File: src/sv/jsss_pkg.sv
// ----------------------------------------------------------------------------
// jsss_pkg: shared types and constants of the joint shuttle speed sweep
// Beat formats, opcodes, register indexes and fixed-point factors.
// ----------------------------------------------------------------------------
package jsss_pkg;

  localparam int MAX_JOINTS  = 8;
  localparam int MAX_LEVELS  = 8;
  localparam int POS_W       = 16;
  localparam int JOINT_W     = $clog2(MAX_JOINTS);
  localparam int LEVEL_W     = $clog2(MAX_LEVELS);
  localparam int COUNT_W     = 4;
  localparam int HALF_W      = 15;
  localparam int DWELL_W     = 32;
  localparam int CFG_IDX_W   = 3;
  localparam int CFG_DATA_W  = 32;

  // Q0.12 factors and Q4.12 offset
  localparam int Q_FRAC        = 12;
  localparam int K_MARGIN      = 1229;
  localparam int K_BRAKE_BAND  = 1638;
  localparam int K_BRAKE_SPEED = 819;
  localparam int BRAKE_BASE    = 205;

  // result queue
  localparam int MAX_RESULTS = 3;
  localparam int PUSH_W      = 2;
  localparam int OQ_DEPTH    = 4;
  localparam int OQ_AW       = 2;

  localparam logic signed [POS_W-1:0] POS_MAX_V = {1'b0, {(POS_W-1){1'b1}}};
  localparam logic signed [POS_W-1:0] POS_MIN_V = {1'b1, {(POS_W-1){1'b0}}};

  typedef enum logic [2:0] {
    OP_SAMPLE      = 3'd0,
    OP_TICK        = 3'd1,
    OP_LOAD_SPEED  = 3'd2,
    OP_LOAD_LOWER  = 3'd3,
    OP_LOAD_UPPER  = 3'd4
  } op_t;

  typedef enum logic [CFG_IDX_W-1:0] {
    CFG_ABS_MODE    = 3'd0,
    CFG_HALF_RANGE  = 3'd1,
    CFG_EDGE_MARGIN = 3'd2,
    CFG_DWELL       = 3'd3,
    CFG_JOINTS      = 3'd4,
    CFG_SPEEDS      = 3'd5
  } cfg_idx_t;

  typedef struct packed {
    logic [2:0]              opcode;
    logic [2:0]              slot;
    logic signed [POS_W-1:0] value;
  } item_t;

  typedef struct packed {
    logic                    joint_valid;
    logic [2:0]              excited_joint;
    logic signed [POS_W-1:0] velocity_cmd;
    logic                    moving_down;
    logic [2:0]              speed_level;
    logic                    sweep_done;
    logic                    last_of_run;
  } res_t;

  // store write port
  typedef struct packed {
    logic                    pos_we;
    logic                    start_we;
    logic                    lower_we;
    logic                    upper_we;
    logic                    speed_we;
    logic [JOINT_W-1:0]      addr;
    logic signed [POS_W-1:0] data;
  } st_wr_t;

  // store read data, reset values already substituted for position, start pose and speed
  typedef struct packed {
    logic signed [POS_W-1:0] pos;
    logic signed [POS_W-1:0] start;
    logic signed [POS_W-1:0] lower;
    logic signed [POS_W-1:0] upper;
    logic signed [POS_W-1:0] speed;
  } st_rd_t;

  // band pipeline result for the direction update
  typedef struct packed {
    logic                    vld;
    logic signed [POS_W-1:0] q;
    logic signed [POS_W:0]   blo;
    logic signed [POS_W:0]   bhi;
    logic signed [POS_W-1:0] brake;
    logic signed [POS_W-1:0] spd;
  } band_t;

endpackage

File: src/sv/jsss_store.sv
// ----------------------------------------------------------------------------
// jsss_store: per-joint and speed-level memories
// Joint memory holds position, start pose, lower and upper bound lanes;
// speed memory holds the level table. Registered read.
// ----------------------------------------------------------------------------
module jsss_store import jsss_pkg::*; (
  input  logic                clk,
  input  logic                rst,
  input  st_wr_t              wr,
  input  logic                rd_en,
  input  logic [JOINT_W-1:0]  rd_joint,
  input  logic [LEVEL_W-1:0]  rd_level,
  output st_rd_t              rd
);

  localparam int LANES = 4;
  localparam int LANE_POS   = 0;
  localparam int LANE_START = 1;
  localparam int LANE_LOWER = 2;
  localparam int LANE_UPPER = 3;

  logic [LANES*POS_W-1:0]  joint_mem [MAX_JOINTS];
  logic signed [POS_W-1:0] speed_mem [MAX_LEVELS];

  logic [MAX_JOINTS-1:0] pos_vld;
  logic [MAX_JOINTS-1:0] start_vld;
  logic [MAX_LEVELS-1:0] speed_vld;

  logic [LANES*POS_W-1:0]  joint_q;
  logic signed [POS_W-1:0] speed_q;
  logic                    pos_ok;
  logic                    start_ok;
  logic                    speed_ok;
  logic [LEVEL_W-1:0]      level_q;
  logic [LANES-1:0]        lane_we;

  function automatic logic signed [POS_W-1:0] default_speed(input logic [LEVEL_W-1:0] lvl);
    logic signed [POS_W-1:0] s;
    unique case (lvl)
      3'd0:    s = POS_W'(410);
      3'd1:    s = POS_W'(819);
      3'd2:    s = POS_W'(1229);
      3'd3:    s = POS_W'(2048);
      3'd4:    s = POS_W'(3277);
      3'd5:    s = POS_W'(4915);
      default: s = '0;
    endcase
    return s;
  endfunction

  assign lane_we = {wr.upper_we, wr.lower_we, wr.start_we, wr.pos_we};

  always_ff @(posedge clk) begin
    for (int l = 0; l < LANES; l++) begin
      if (lane_we[l]) begin
        joint_mem[wr.addr][l*POS_W +: POS_W] <= wr.data;
      end
    end
    if (wr.speed_we) begin
      speed_mem[wr.addr] <= wr.data;
    end
    if (rd_en) begin
      joint_q  <= joint_mem[rd_joint];
      speed_q  <= speed_mem[rd_level];
      pos_ok   <= pos_vld[rd_joint];
      start_ok <= start_vld[rd_joint];
      speed_ok <= speed_vld[rd_level];
      level_q  <= rd_level;
    end
  end

  // position, start pose and speed entries never written read as their reset value
  always_ff @(posedge clk) begin
    if (rst) begin
      pos_vld   <= '0;
      start_vld <= '0;
      speed_vld <= '0;
    end else begin
      if (wr.pos_we)   pos_vld[wr.addr]   <= 1'b1;
      if (wr.start_we) start_vld[wr.addr] <= 1'b1;
      if (wr.speed_we) speed_vld[wr.addr] <= 1'b1;
    end
  end

  always_comb begin
    rd.pos   = pos_ok   ? joint_q[LANE_POS*POS_W +: POS_W]   : '0;
    rd.start = start_ok ? joint_q[LANE_START*POS_W +: POS_W] : '0;
    rd.lower = joint_q[LANE_LOWER*POS_W +: POS_W];
    rd.upper = joint_q[LANE_UPPER*POS_W +: POS_W];
    rd.speed = speed_ok ? speed_q : default_speed(level_q);
  end

endmodule

File: src/sv/jsss_band.sv
// ----------------------------------------------------------------------------
// jsss_band: three-stage band and braking-distance pipeline
// Forms the band, applies the margin, then the braking distance.
// ----------------------------------------------------------------------------
module jsss_band import jsss_pkg::*; (
  input  logic               clk,
  input  logic               rst,
  input  logic               rd_vld,
  input  st_rd_t             rd,
  input  logic               abs_mode,
  input  logic [HALF_W-1:0]  half_range,
  input  logic [HALF_W-1:0]  edge_margin,
  output band_t              band
);

  localparam int WW = POS_W + 2;
  localparam int PW = POS_W + Q_FRAC;
  localparam logic signed [WW-1:0] POS_MAX_W = WW'(POS_MAX_V);
  localparam logic signed [WW-1:0] POS_MIN_W = WW'(POS_MIN_V);
  localparam logic [PW-1:0]        KM  = PW'(K_MARGIN);
  localparam logic [PW-1:0]        KB  = PW'(K_BRAKE_BAND);
  localparam logic signed [PW-1:0] KS  = PW'(K_BRAKE_SPEED);
  localparam logic signed [POS_W-1:0] BASE = POS_W'(BRAKE_BASE);

  function automatic logic signed [POS_W-1:0] sat_pos(input logic signed [WW-1:0] v);
    logic signed [WW-1:0] r;
    if (v > POS_MAX_W) begin
      r = POS_MAX_W;
    end else if (v < POS_MIN_W) begin
      r = POS_MIN_W;
    end else begin
      r = v;
    end
    return r[POS_W-1:0];
  endfunction

  // stage 1: band edges from bounds or start pose
  logic signed [WW-1:0]    st_w;
  logic signed [WW-1:0]    hr_w;
  logic signed [POS_W-1:0] lo_sel, hi_sel, lo_ord, hi_ord;
  logic signed [POS_W:0]   diff_w;

  logic                    s1_vld;
  logic signed [POS_W-1:0] s1_q, s1_lo, s1_hi, s1_spd;
  logic [POS_W-1:0]        s1_diff;

  always_comb begin
    st_w = WW'(rd.start);
    hr_w = WW'({1'b0, half_range});
    if (abs_mode) begin
      lo_sel = rd.lower;
      hi_sel = rd.upper;
    end else begin
      lo_sel = sat_pos(st_w - hr_w);
      hi_sel = sat_pos(st_w + hr_w);
    end
    // swap reversed bounds
    if (hi_sel < lo_sel) begin
      lo_ord = hi_sel;
      hi_ord = lo_sel;
    end else begin
      lo_ord = lo_sel;
      hi_ord = hi_sel;
    end
    diff_w = (POS_W+1)'(hi_ord) - (POS_W+1)'(lo_ord);
  end

  always_ff @(posedge clk) begin
    s1_q    <= rd.pos;
    s1_lo   <= lo_ord;
    s1_hi   <= hi_ord;
    s1_diff <= diff_w[POS_W-1:0];
    s1_spd  <= rd.speed;
  end

  // stage 2: margin and speed term of the braking distance
  logic [PW-1:0]           prod_m;
  logic [POS_W-1:0]        m_raw, m_eff;
  logic signed [PW-1:0]    spd_w, prod_s;
  logic signed [POS_W-1:0] b2_w;

  logic                    s2_vld;
  logic signed [POS_W-1:0] s2_q, s2_b2, s2_spd;
  logic signed [POS_W:0]   s2_blo, s2_bhi;
  logic [POS_W-1:0]        s2_band;

  always_comb begin
    prod_m = PW'(s1_diff) * KM;
    m_raw  = prod_m[PW-1:Q_FRAC];
    m_eff  = (m_raw > POS_W'(edge_margin)) ? POS_W'(edge_margin) : m_raw;
    spd_w  = PW'(s1_spd);
    prod_s = spd_w * KS;
    b2_w   = prod_s[PW-1:Q_FRAC] + BASE;
  end

  always_ff @(posedge clk) begin
    s2_q    <= s1_q;
    s2_blo  <= (POS_W+1)'(s1_lo) + (POS_W+1)'(m_eff);
    s2_bhi  <= (POS_W+1)'(s1_hi) - (POS_W+1)'(m_eff);
    s2_band <= s1_diff - (m_eff << 1);
    s2_b2   <= b2_w;
    s2_spd  <= s1_spd;
  end

  // stage 3: band term of the braking distance, take the smaller
  logic [PW-1:0]           prod_b;
  logic signed [POS_W-1:0] br_w;

  always_comb begin
    prod_b = PW'(s2_band) * KB;
    br_w   = prod_b[PW-1:Q_FRAC];
  end

  always_ff @(posedge clk) begin
    band.q     <= s2_q;
    band.blo   <= s2_blo;
    band.bhi   <= s2_bhi;
    band.brake <= (s2_b2 < br_w) ? s2_b2 : br_w;
    band.spd   <= s2_spd;
    if (rst) begin
      s1_vld   <= 1'b0;
      s2_vld   <= 1'b0;
      band.vld <= 1'b0;
    end else begin
      s1_vld   <= rd_vld;
      s2_vld   <= s1_vld;
      band.vld <= s2_vld;
    end
  end

endmodule

File: src/sv/jsss_outq.sv
// ----------------------------------------------------------------------------
// jsss_outq: result queue
// Takes up to three beats per cycle, hands out one beat per cycle while pop is high.
// ----------------------------------------------------------------------------
module jsss_outq import jsss_pkg::*; (
  input  logic              clk,
  input  logic              rst,
  input  logic [PUSH_W-1:0] push_n,
  input  res_t              push_data [MAX_RESULTS],
  input  logic              pop,
  output logic              head_vld,
  output res_t              head,
  output logic [OQ_AW:0]    count
);

  res_t             q_mem [OQ_DEPTH];
  logic [OQ_AW-1:0] wr_ptr;
  logic [OQ_AW-1:0] rd_ptr;

  always_ff @(posedge clk) begin
    for (int k = 0; k < MAX_RESULTS; k++) begin
      if (PUSH_W'(k) < push_n) begin
        q_mem[wr_ptr + OQ_AW'(k)] <= push_data[k];
      end
    end
  end

  always_ff @(posedge clk) begin
    if (rst) begin
      wr_ptr <= '0;
      rd_ptr <= '0;
      count  <= '0;
    end else begin
      wr_ptr <= wr_ptr + OQ_AW'(push_n);
      if (pop) rd_ptr <= rd_ptr + 1'b1;
      count  <= count + (OQ_AW+1)'(push_n) - (OQ_AW+1)'(pop);
    end
  end

  assign head_vld = (count != '0);
  assign head     = q_mem[rd_ptr];

endmodule

File: src/sv/joint_shuttle_speed_sweep.sv
// ----------------------------------------------------------------------------
// joint_shuttle_speed_sweep: excitation sequencer for joint friction tests
// Samples and table loads go to the store; ticks drive one joint back and
// forth inside its band and step through speed levels and joints.
// ----------------------------------------------------------------------------
// Result path: a running tick's results enter the queue after the store read,
//   the three band stages and the update; a tick after the sweep ends queues
//   its single result at once.
// Flow: samples, loads and config writes are never stalled; a tick waits until
//   no earlier tick is in flight and the result queue has three free slots.
// Reset: synchronous; clears sweep state, valid bits and queue, no clear pass.
// ----------------------------------------------------------------------------
module joint_shuttle_speed_sweep import jsss_pkg::*; (
  input  logic                  clk,
  input  logic                  rst,
  input  logic                  item_valid,
  output logic                  item_stall,
  input  item_t                 item,
  output logic                  res_valid,
  input  logic                  res_stall,
  output res_t                  res,
  input  logic                  cfg_valid,
  output logic                  cfg_ready,
  input  logic [CFG_IDX_W-1:0]  cfg_index,
  input  logic [CFG_DATA_W-1:0] cfg_data
);

  localparam int WT = POS_W + 2;

  // configuration
  logic               abs_bounds_mode;
  logic [HALF_W-1:0]  half_range;
  logic [HALF_W-1:0]  edge_margin;
  logic [DWELL_W-1:0] dwell_ticks;
  logic [COUNT_W-1:0] joint_count;
  logic [COUNT_W-1:0] speed_count;

  // sweep state
  logic               have_sample;
  logic               started;
  logic               finished;
  logic [COUNT_W-1:0] cur_joint;
  logic [LEVEL_W-1:0] cur_level;
  logic               dir_neg;
  logic [DWELL_W-1:0] dwell_cnt;
  logic               tick_busy;
  logic               rd_pending;

  logic               accept;
  logic               is_tick;
  logic               tick_ok;
  logic               run_tick;
  logic               start_tick;
  logic               done_tick;

  st_wr_t             st_wr;
  st_rd_t             st_rd;
  band_t              band;

  logic [PUSH_W-1:0]  push_n;
  res_t               push_data [MAX_RESULTS];
  logic [OQ_AW:0]     q_count;
  logic               pop;

  function automatic logic [COUNT_W-1:0] eff_count(input logic [COUNT_W-1:0] c,
                                                   input logic [COUNT_W-1:0] maxv);
    logic [COUNT_W-1:0] r;
    if (c == '0) begin
      r = COUNT_W'(1);
    end else if (c > maxv) begin
      r = maxv;
    end else begin
      r = c;
    end
    return r;
  endfunction

  assign cfg_ready  = 1'b1;
  assign is_tick    = (item.opcode == OP_TICK);
  assign tick_ok    = !tick_busy && (q_count <= (OQ_AW+1)'(OQ_DEPTH - MAX_RESULTS));
  assign item_stall = is_tick && !tick_ok;
  assign accept     = item_valid && !item_stall;
  assign run_tick   = accept && is_tick && have_sample && started && !finished;
  assign start_tick = accept && is_tick && have_sample && !started;
  assign done_tick  = accept && is_tick && have_sample && started && finished;

  always_ff @(posedge clk) begin
    if (rst) begin
      abs_bounds_mode <= 1'b0;
      half_range      <= HALF_W'(1843);
      edge_margin     <= HALF_W'(356);
      dwell_ticks     <= DWELL_W'(1000);
      joint_count     <= COUNT_W'(7);
      speed_count     <= COUNT_W'(6);
    end else if (cfg_valid && cfg_ready) begin
      unique case (cfg_index)
        CFG_ABS_MODE:    abs_bounds_mode <= cfg_data[0];
        CFG_HALF_RANGE:  half_range      <= cfg_data[HALF_W-1:0];
        CFG_EDGE_MARGIN: edge_margin     <= cfg_data[HALF_W-1:0];
        CFG_DWELL:       dwell_ticks     <= cfg_data[DWELL_W-1:0];
        CFG_JOINTS:      joint_count     <= cfg_data[COUNT_W-1:0];
        CFG_SPEEDS:      speed_count     <= cfg_data[COUNT_W-1:0];
        default: ;
      endcase
    end
  end

  // store writes; before the start, samples also land in the start pose
  always_comb begin
    st_wr.pos_we   = accept && (item.opcode == OP_SAMPLE);
    st_wr.start_we = st_wr.pos_we && !started;
    st_wr.lower_we = accept && (item.opcode == OP_LOAD_LOWER);
    st_wr.upper_we = accept && (item.opcode == OP_LOAD_UPPER);
    st_wr.speed_we = accept && (item.opcode == OP_LOAD_SPEED);
    st_wr.addr     = item.slot;
    st_wr.data     = item.value;
  end

  jsss_store u_store (
    .clk      (clk),
    .rst      (rst),
    .wr       (st_wr),
    .rd_en    (run_tick),
    .rd_joint (cur_joint[JOINT_W-1:0]),
    .rd_level (cur_level),
    .rd       (st_rd)
  );

  jsss_band u_band (
    .clk         (clk),
    .rst         (rst),
    .rd_vld      (rd_pending),
    .rd          (st_rd),
    .abs_mode    (abs_bounds_mode),
    .half_range  (half_range),
    .edge_margin (edge_margin),
    .band        (band)
  );

  // direction update and result beats
  logic [COUNT_W-1:0]      nj, ns;
  logic signed [WT-1:0]    q_w, hi_thr, lo_thr;
  logic                    dir_n;
  logic signed [POS_W-1:0] vel;
  logic                    jv;
  logic [DWELL_W:0]        cnt_inc;
  logic                    adv;
  logic [COUNT_W-1:0]      lvl_inc;
  logic [COUNT_W-1:0]      joint_inc;
  logic                    wrap;
  logic                    done;

  always_comb begin
    nj        = eff_count(joint_count, COUNT_W'(MAX_JOINTS));
    ns        = eff_count(speed_count, COUNT_W'(MAX_LEVELS));
    q_w       = WT'(band.q);
    hi_thr    = WT'(band.bhi) - WT'(band.brake);
    lo_thr    = WT'(band.blo) + WT'(band.brake);
    if (q_w >= hi_thr) begin
      dir_n = 1'b1;
    end else if (q_w <= lo_thr) begin
      dir_n = 1'b0;
    end else begin
      dir_n = dir_neg;
    end
    if (!dir_n) begin
      vel = band.spd;
    end else if (band.spd == POS_MIN_V) begin
      vel = POS_MAX_V;
    end else begin
      vel = -band.spd;
    end
    jv        = (cur_joint < nj);
    cnt_inc   = {1'b0, dwell_cnt} + (DWELL_W+1)'(1);
    adv       = (cnt_inc >= {1'b0, dwell_ticks});
    lvl_inc   = COUNT_W'(cur_level) + COUNT_W'(1);
    joint_inc = cur_joint + COUNT_W'(1);
    wrap      = adv && (lvl_inc >= ns);
    done      = wrap && (joint_inc >= nj);
  end

  always_comb begin
    for (int k = 0; k < MAX_RESULTS; k++) begin
      push_data[k] = '0;
    end
    push_n = '0;
    if (band.vld) begin
      push_data[0].joint_valid   = jv;
      push_data[0].excited_joint = jv ? cur_joint[JOINT_W-1:0] : '0;
      push_data[0].velocity_cmd  = jv ? vel : '0;
      push_data[0].moving_down   = dir_n;
      push_data[0].speed_level   = cur_level;
      push_data[0].last_of_run   = !wrap;
      // joint finished: command it to zero
      push_data[1].joint_valid   = jv;
      push_data[1].excited_joint = jv ? cur_joint[JOINT_W-1:0] : '0;
      push_data[1].moving_down   = dir_n;
      push_data[1].last_of_run   = !done;
      push_data[2].moving_down   = dir_n;
      push_data[2].sweep_done    = 1'b1;
      push_data[2].last_of_run   = 1'b1;
      push_n = PUSH_W'(1) + PUSH_W'(wrap) + PUSH_W'(done);
    end else if (done_tick) begin
      push_data[0].moving_down   = dir_neg;
      push_data[0].speed_level   = cur_level;
      push_data[0].sweep_done    = 1'b1;
      push_data[0].last_of_run   = 1'b1;
      push_n = PUSH_W'(1);
    end
  end

  always_ff @(posedge clk) begin
    if (rst) begin
      have_sample <= 1'b0;
      started     <= 1'b0;
      finished    <= 1'b0;
      cur_joint   <= '0;
      cur_level   <= '0;
      dir_neg     <= 1'b0;
      dwell_cnt   <= '0;
      tick_busy   <= 1'b0;
      rd_pending  <= 1'b0;
    end else begin
      rd_pending <= run_tick;
      if (st_wr.pos_we) have_sample <= 1'b1;
      if (start_tick) begin
        started   <= 1'b1;
        cur_joint <= '0;
        cur_level <= '0;
        dir_neg   <= 1'b0;
        dwell_cnt <= '0;
      end
      if (run_tick) tick_busy <= 1'b1;
      if (band.vld) begin
        tick_busy <= 1'b0;
        dir_neg   <= (wrap && !done) ? 1'b0 : dir_n;
        if (adv) begin
          dwell_cnt <= '0;
          cur_level <= wrap ? '0 : lvl_inc[LEVEL_W-1:0];
        end else begin
          dwell_cnt <= cnt_inc[DWELL_W] ? '1 : cnt_inc[DWELL_W-1:0];
        end
        if (wrap) cur_joint <= joint_inc;
        if (done) finished <= 1'b1;
      end
    end
  end

  assign pop = res_valid && !res_stall;

  jsss_outq u_outq (
    .clk       (clk),
    .rst       (rst),
    .push_n    (push_n),
    .push_data (push_data),
    .pop       (pop),
    .head_vld  (res_valid),
    .head      (res),
    .count     (q_count)
  );

  a_queue_bound: assert property (@(posedge clk) disable iff (rst)
    q_count <= (OQ_AW+1)'(OQ_DEPTH))
    else $error("result queue overflow");

  a_band_in_tick: assert property (@(posedge clk) disable iff (rst)
    band.vld |-> tick_busy)
    else $error("band result without a tick in flight");

  a_tick_holds_busy: assert property (@(posedge clk) disable iff (rst)
    run_tick |=> (tick_busy && !run_tick))
    else $error("tick accepted while another tick is in flight");

  a_finished_sticks: assert property (@(posedge clk) disable iff (rst)
    finished |=> finished)
    else $error("finished flag dropped");

endmodule
File: config.mk
export PLATFORM = sky130hd
export DESIGN_NAME = joint_shuttle_speed_sweep
export DESIGN_NICKNAME = d
export VERILOG_FILES = /design/src/sv/jsss_pkg.sv /design/src/sv/jsss_store.sv /design/src/sv/jsss_band.sv /design/src/sv/jsss_outq.sv /design/src/sv/joint_shuttle_speed_sweep.sv
export SDC_FILE = /design/constraint.sdc
export NUM_CORES = 2
export LEC_CHECK = 0
export BUFFER_PORTS_ARGS = -buffer_cell sky130_fd_sc_hd__buf_2
export CELL_PAD_IN_SITES_DETAIL_PLACEMENT = 0
export CELL_PAD_IN_SITES_GLOBAL_PLACEMENT = 2
export CORE_MARGIN = 3
export CORE_UTILIZATION = 40
export CTS_CLUSTER_SIZE = 14
export DETAILED_ROUTE_END_ITERATION = 8
export PLACE_DENSITY_LB_ADDON = 0.2
export SYNTH_ARGS = -nofsm -noshare
export SYNTH_HDL_FRONTEND = slang
export SYNTH_HIERARCHICAL = 1
export SYNTH_SLANG_ARGS = --single-unit
File: constraint.sdc
create_clock -name clk -period 10.9 [get_ports clk]
set_input_delay 0 -clock clk [delete_from_list [all_inputs] [get_ports clk]]
set_output_delay 0 -clock clk [all_outputs]
set_load 0.005 [all_outputs]
# Word-level counts from Yosys, hierarchy flattened

Memories as Yosys holds them, arrays and structs flattened. A register that Yosys moved wholly into a read port is not among the register bits.
Cells that the tools add are included.

Register bits: 416
Latch bits: 0
RAM bits: 744
Memory bits (read-only): 0
Input bits: 62
Output and inout bits: 29
Word-level logic and storage cells: 229
Memories: 3

Memory list:

| name              | words | width | read ports | clocked after memory_dff | wr ports | line             | RTL |
|---|---|---|---|---|---|---|---|
| u_store.joint_mem | 8     | 64    | 1          | 1                        | 1        | jsss_store.sv:22 | `logic [LANES*POS_W-1:0] joint_mem [MAX_JOINTS];` |
| u_store.speed_mem | 8     | 16    | 1          | 1                        | 1        | jsss_store.sv:23 | `logic signed [POS_W-1:0] speed_mem [MAX_LEVELS];` |
| u_outq.q_mem      | 4     | 26    | 1          | 1                        | 3        | jsss_outq.sv:16  | `res_t q_mem [OQ_DEPTH];` |

Add/sub/neg operators: 21
$mul: 3
Div/mod/pow operators: 0
Magnitude comparators: 23
Eq/ne operators: 15
Shifts and indexed selects: 0
Multiplexer cells: 74
Bitwise logic cells: 3
Reduce and logical (&&, ||, !) cells: 42

Operator list:

| cell                                                                               | count |
|---|---|
| 16-bit 2-to-1 mux                                                                  | 13 |
| 32-bit 2-to-1 mux                                                                  | 4 |
| 13-bit case mux with 6 select lines                                                | 1 |
| 16-bit by 11-bit multiplier with 27-bit output (second input constant)             | 2 |
| 4-bit 2-to-1 mux                                                                   | 9 |
| 17-bit by 16-bit greater-than comparator with 1-bit output (second input constant) | 2 |
| 17-bit by 16-bit less-than comparator with 1-bit output (second input constant)    | 2 |
| 32-bit by 1-bit adder with 33-bit output (second input constant)                   | 1 |
| 33-bit by 32-bit >= comparator with 1-bit output                                   | 1 |
| 16-bit less-than comparator                                                        | 2 |
| 16-bit subtractor                                                                  | 2 |
| 1-bit 2-to-1 mux                                                                   | 30 |
| 15-bit 2-to-1 mux                                                                  | 2 |
| 16-bit by 10-bit multiplier with 26-bit output (second input constant)             | 1 |
| 8-bit bitwise OR                                                                   | 3 |
| 20-bit 2-to-1 mux                                                                  | 1 |
| 1-bit logical AND                                                                  | 19 |
| 17-bit by 16-bit adder with 18-bit output                                          | 1 |
| 3-bit by 2-bit == test with 1-bit output (second input constant)                   | 6 |
| 16-bit by 18-bit >= comparator with 1-bit output                                   | 1 |
| 16-bit by 18-bit <= comparator with 1-bit output                                   | 1 |
| 17-bit by 16-bit subtractor with 18-bit output                                     | 1 |
| 16-bit by 16-bit adder with 17-bit output                                          | 1 |
| 17-bit by 16-bit adder with 17-bit output                                          | 1 |
| other kinds (37)                                                                   | 74 |

# Logic depth before layout (Yosys ltp)

Depth after elaboration: 15
Mapped depth: 43
Gate-level depth less buffers: 42

# Hierarchy

The synthesis kept the hierarchy.

Modules (own cells, without submodules):

| module                    | instances | cells an instance | area an instance (um^2) | seq. area each (um^2) |
|---|---|---|---|---|
| jsss_store                | 1         | 1281              | 28630.0                 | 22281.4 |
| jsss_band                 | 1         | 2182              | 20551.0                 | 5265.0 |
| joint_shuttle_speed_sweep | 1         | 1204              | 9068.7                  | 2322.2 |
| jsss_outq                 | 1         | 660               | 6397.4                  | 3303.2 |

# Worst setup path before layout

No wires, ideal clock.

Kind: register -> register
Start point: register u_band.s1_diff[8]
End point: register u_band.s2_bhi[15]
Setup time: 0.118 ns
Arrival: 8.857 ns
Data required time: 10.782 ns
Setup slack: 1.925 ns
Cell stages (with the launch flop): 43
Path buffers: 1
Clock period less this slack: 8.975 ns
Cell sequence: dfxtp_1 ha_1 fa_1 inv_1 fa_1 inv_1 fa_1 inv_1 fa_1 inv_1 ha_1 nand3_1 a21oi_2 nand3_1 a211o_1 a311oi_1 o21ai_0 a21oi_1 [... 7 more ...] nor2_1 o221ai_1 a21oi_1 clkbuf_1 nand2_1 o21ai_0 ha_1 inv_1 maj3_1 a31oi_1 nand4_1 a21o_1 maj3_2 maj3_2 a2111o_1 a21oi_1 o21bai_1 xnor2_1

Word-level cells in the longest chain between the ends: 4

Ends and longest elaborated chain:

| what                                               | line            | RTL |
|---|---|---|
| start: declaration                                 | jsss_band.sv:45 | `logic [POS_W-1:0] s1_diff;` |
| start signal: assignment                           | jsss_band.sv:72 | `s1_diff <= diff_w[POS_W-1:0];` |
| 16-bit by 11-bit multiplier with 27-bit output (*) | jsss_band.sv:88 | `prod_m = PW'(s1_diff) * KM;` |
| 15-bit greater-than comparator                     | jsss_band.sv:90 | `m_eff = (m_raw > POS_W'(edge_margin)) ? POS_W'(edge_margin) : m_raw;` |
| 15-bit 2-to-1 mux (*)                              | jsss_band.sv:90 |  |
| 17-bit by 16-bit subtractor with 17-bit output (*) | jsss_band.sv:99 | `s2_bhi <= (POS_W+1)'(s1_hi) - (POS_W+1)'(m_eff);` |
| end signal: assignment                             | jsss_band.sv:99 |  |
| end: declaration                                   | jsss_band.sv:84 | `logic signed [POS_W:0] s2_blo, s2_bhi;` |

Mark *: on every way between the ends. The rest lies on a longest branch, timed or not.
A chain may end at the register's enable or synchronous reset.

# Final worst setup path

Start point: register u_band.s1_diff[8]
End point: register u_band.s2_bhi[16]

Same word-level chain as after synthesis.

==> summary.txt <==
Status
  – Outcome: finished clean

Clocking
  – Clock buffer depth: 3
  – Setup bufs post-CTS: 0
  – CTS root buffer: clkbuf_16
  – Worst skew pair latency: 0.78 ns
  – Clk sinks: 1,242
  – CTS H-tree depth: 4
  – CTS tree: built
  – CTS buffer count: 140
  – Clock transition at path regs: 0.06 ns

Synth
  – Synth Area in Compound Gates: slightly below 9%
  – Mapped Area: around 65,000 µm²
  – Number of synthesized flops with an enable pin: 830
  – Post-synthesis sequential area ratio: about half
  – Synth cell types: 110
  – Post-synthesis adder-cell area fraction: 13.74%
  – Mux contribution to synthesized area: 8.555%
  – Yosys reg bits: 1,242
  – Yosys top cell by area: edfxtp_1
  – Largest family of logic cells by synthesized area: adder cells
  – Main synth FF type: edfxtp_1
  – Share of synthesized registers carrying an async set or reset: 0%
  – Ranking of synthesized cells by area: edfxtp_1 (39%), dfxtp_1 (13%), ha_1 (8.8%)
  – Avg Cell Area, Syn: 12.14 µm²
  – Syn. warnings: 6
  – Xor and xnor area share after synthesis: 3.021%
  – Post-synth top area share: 38.55%
  – Post-Syn Instances: between 5k and 6k
  – Post-Synth Simple-Gate Area: 9.677%

Worst setup path
  – Kind of critical path: flop to flop
  – R2R Path End: u_band/s2_bhi[16]$_DFF_P_
  – Worst-path fanout max: 13
  – Worst stage delay on the critical path: roughly 0.57 ns
  – Worst EP arrival: 10.83 ns
  – RR Startpoint: u_band/s1_diff[8]$_DFF_P_
  – Setup crit end kind: flop
  – Flop2flop setup slack: 0.75 ns
  – Critical-path top delay cell: dfxtp_1
  – CP required: about 12 ns
  – R2R depth: 40
  – CP startpoint kind: flop

Timing
  – Worst relative slew slack: between 20% and 30%
  – Fin crit share: between 90% and 100%
  – Fin Hold WS: about 0.15 ns
  – Setup violators final: 0
  – Max Slew Vio Count: 0
  – Worst Skew: 0.05240 ns
  – Worst-margin pin slew: between 1 and 1.5 ns
  – Final hold vios: 0
  – Tmin final: 10.15 ns
  – Fmax: 98.48 MHz

Flow run
  – Max-Cap Viols: 0

Detailed routing
  – Drt wl/cell: 21.55 µm
  – Post-route antenna net violation count: 0
  – 1st-pass router iterations: 5
  – 1st-iter DRT viols: 2,610
  – DR vias/cell: roughly 5.1
  – Vias: around 41k
  – Final WL: 170,300 µm
  – DRC: 0

GRT
  – Overall routing resource usage: 20.44%
  – Pin count of the biggest net entering global routing: 96
  – Grt ovf: 0
  – Via count of the first global-routing pass: 40.50k
  – First-pass GRT wire length: 258,200 µm
  – Antenna violations before repair: 13

Worst hold path
  – Hold/Removal Path Class: input pin to flop
  – Hold Path Cell Cnt: 4
  – Hold Path End: edge_margin[12]$_SDFFE_PP0P_
  – Hold Startpoint: cfg_data[12]

Final layout
  – Final net count: 6,304
  – Share of layout cells above drive strength 1: 12.49%
  – Fin util: 46.05%
  – Synth-to-Final Area Change: 13.60%

Die
  – Die W: between 400 and 500 µm
  – Die area: 166,500 µm²
  – Ports: 91
  – Initial Util: between 40 and 50%
  – Row cnt: 146
  – Die height: 408.0 µm
  – Core Region: 159,500 µm²

Placed design
  – GP Congestion: roughly 0.86
  – DP HPWL: about 120,000 µm
  – IO Port Bufs: 89
cell type report:
| cell class | instances | area [µm²] |
|---|---|---|
| fill | 14410 | 86040 |
| sequential | 1242 | 33190 |
| multi-input combinational | 3519 | 29080 |
| clock buffer | 179 | 3857 |
| tap | 2146 | 2685 |
| inverter | 508 | 1907 |
| timing repair buffer | 224 | 1710 |
| clock inverter | 78 | 987.2 |
| antenna | 8 | 20.02 |
how the worst max path moves through the flow:
stage,start,endpoint,slack (ns),depth (start not counted)
global placement,u_band/s1_diff[8]$_DFF_P_,u_band/s2_blo[14]$_DFF_P_,0.70,39
global route,u_band/s1_diff[8]$_DFF_P_,u_band/s2_blo[16]$_DFF_P_,-0.02,40
floorplan,u_band/s1_diff[8]$_DFF_P_,u_band/s2_bhi[15]$_DFF_P_,1.92,42
CTS,u_band/s1_diff[8]$_DFF_P_,u_band/s2_blo[14]$_DFF_P_,0.54,40
detailed placement,u_band/s1_diff[8]$_DFF_P_,u_band/s2_blo[14]$_DFF_P_,0.59,39
finish,u_band/s1_diff[8]$_DFF_P_,u_band/s2_bhi[16]$_DFF_P_,0.75,40
synth_stat cells (21+ instances only):
master	instances
xor2_1	71
nand3b_1	21
ha_1	456
o21ai_1	39
o21a_1	34
buf_2	58
nand2b_1	40
and2_1	77
buf_4	44
nor3_1	54
nand4_1	23
xnor2_1	152
a21o_1	68
nor2_1	290
nand2_1	553
a211oi_1	27
clkbuf_1	103
nand3_1	55
dfxtp_1	412
edfxtp_1	830
a31oi_1	122
a21oi_1	270
fa_1	151
mux2_2	92
and3_1	26
inv_1	503
mux4_2	192
o21ai_0	123
nor2b_1	46
registers in the layout, indices dropped and copies added (netlist names), 17 cells and up, named ones only:
register and cells:
u_band/s2_blo 17, u_store/joint_mem 512, u_store/speed_mem 128, u_store/joint_q 64
u_outq/q_mem 104, u_band/s2_bhi 17, u_band/band 83, dwell_cnt 32
dwell_ticks 32
logic make-up after synthesis:
family	after synthesis
XOR/XNOR	223
flip-flops	1242
AO/OA/AOI/OAI	888
other	2
adder cells (fa/ha/maj)	622
multiplexers	301
buffers and inverters	737
AND/OR/NAND/NOR	1312
layout by cell type (no fill, tap or decap), types with 15 or more instances in the layout:
cell and n:
mux2i_1 16, a311oi_1 15, o211ai_1 16, xor2_1 71, a31oi_1 122, clkinv_2 24
or2_2 20, o21a_1 34, nand3_1 54, xnor2_1 152, nor2b_1 46, inv_1 503
nor2_1 289, a21o_1 67, a211oi_1 25, mux4_2 192, mux2_2 92, nand2_1 553
dlygate4sd3_1 98, clkbuf_1 25, or3_1 16, o21ai_0 121, buf_4 37, o21ai_1 41
clkbuf_16 146, conb_1 173, buf_2 88, nor3_1 52, nand4_1 23, nand3b_1 21
clkinv_1 17, a21oi_1 269, nand2b_1 40, and3_1 25, o21bai_1 18, edfxtp_1 830
dfxtp_1 405, ha_1 456, and2_1 77, fa_1 151
repair_timing:
item / CTS / global route
hold buffers: 98 / 0
endpoints found under the hold margin: 753 / 0
gates resized for setup: 0 / 4
setup endpoints to repair: 0 / 6
worst max-delay path: cells and delay by family (launching register included):
kind	cells	cell delay (ns)
buffers and inverters	4	0.20
DFF	1	0.57
and+or+nand+nor	3	0.35
adders and majority gates	10	3.98
AOI/OAI and AO/OA	20	4.23
muxes	1	0.41
xor gates and xnor gates	2	0.35
through the flow:
| stage | TNS (ns) | area, µm² | instances | worst slack (ns) |
|---|---|---|---|---|
| 5_1_grt | -0.02279 | 73420 | 7896 | -0.02078 |
| 3_5_place_dp | 0 | 67580 | 7541 | 0.5884 |
| 2_1_floorplan | 0 | 65290 | 5498 | 1.925 |
| 6_report | 0 | 73440 | 7904 | 0.7460 |
| 3_3_place_gp | 0 | 67580 | 7541 | 0.6970 |
| 4_1_cts | 0 | 73410 | 7896 | 0.5402 |
per-layer routing:
layer | vias to the layer above | GRT usage, % | wire [µm]
met5 | - | 0 | 13
met4 | 2 | 3.676 | 2077
met3 | 145 | 2.761 | 6874
met2 | 747 | 33.19 | 80150
met1 | 20180 | 29.53 | 81200
li1 | 19570 | - | -
Power is not shown: default switching activity piles up to over one toggle a cycle in this logic, so the estimate is an artifact.
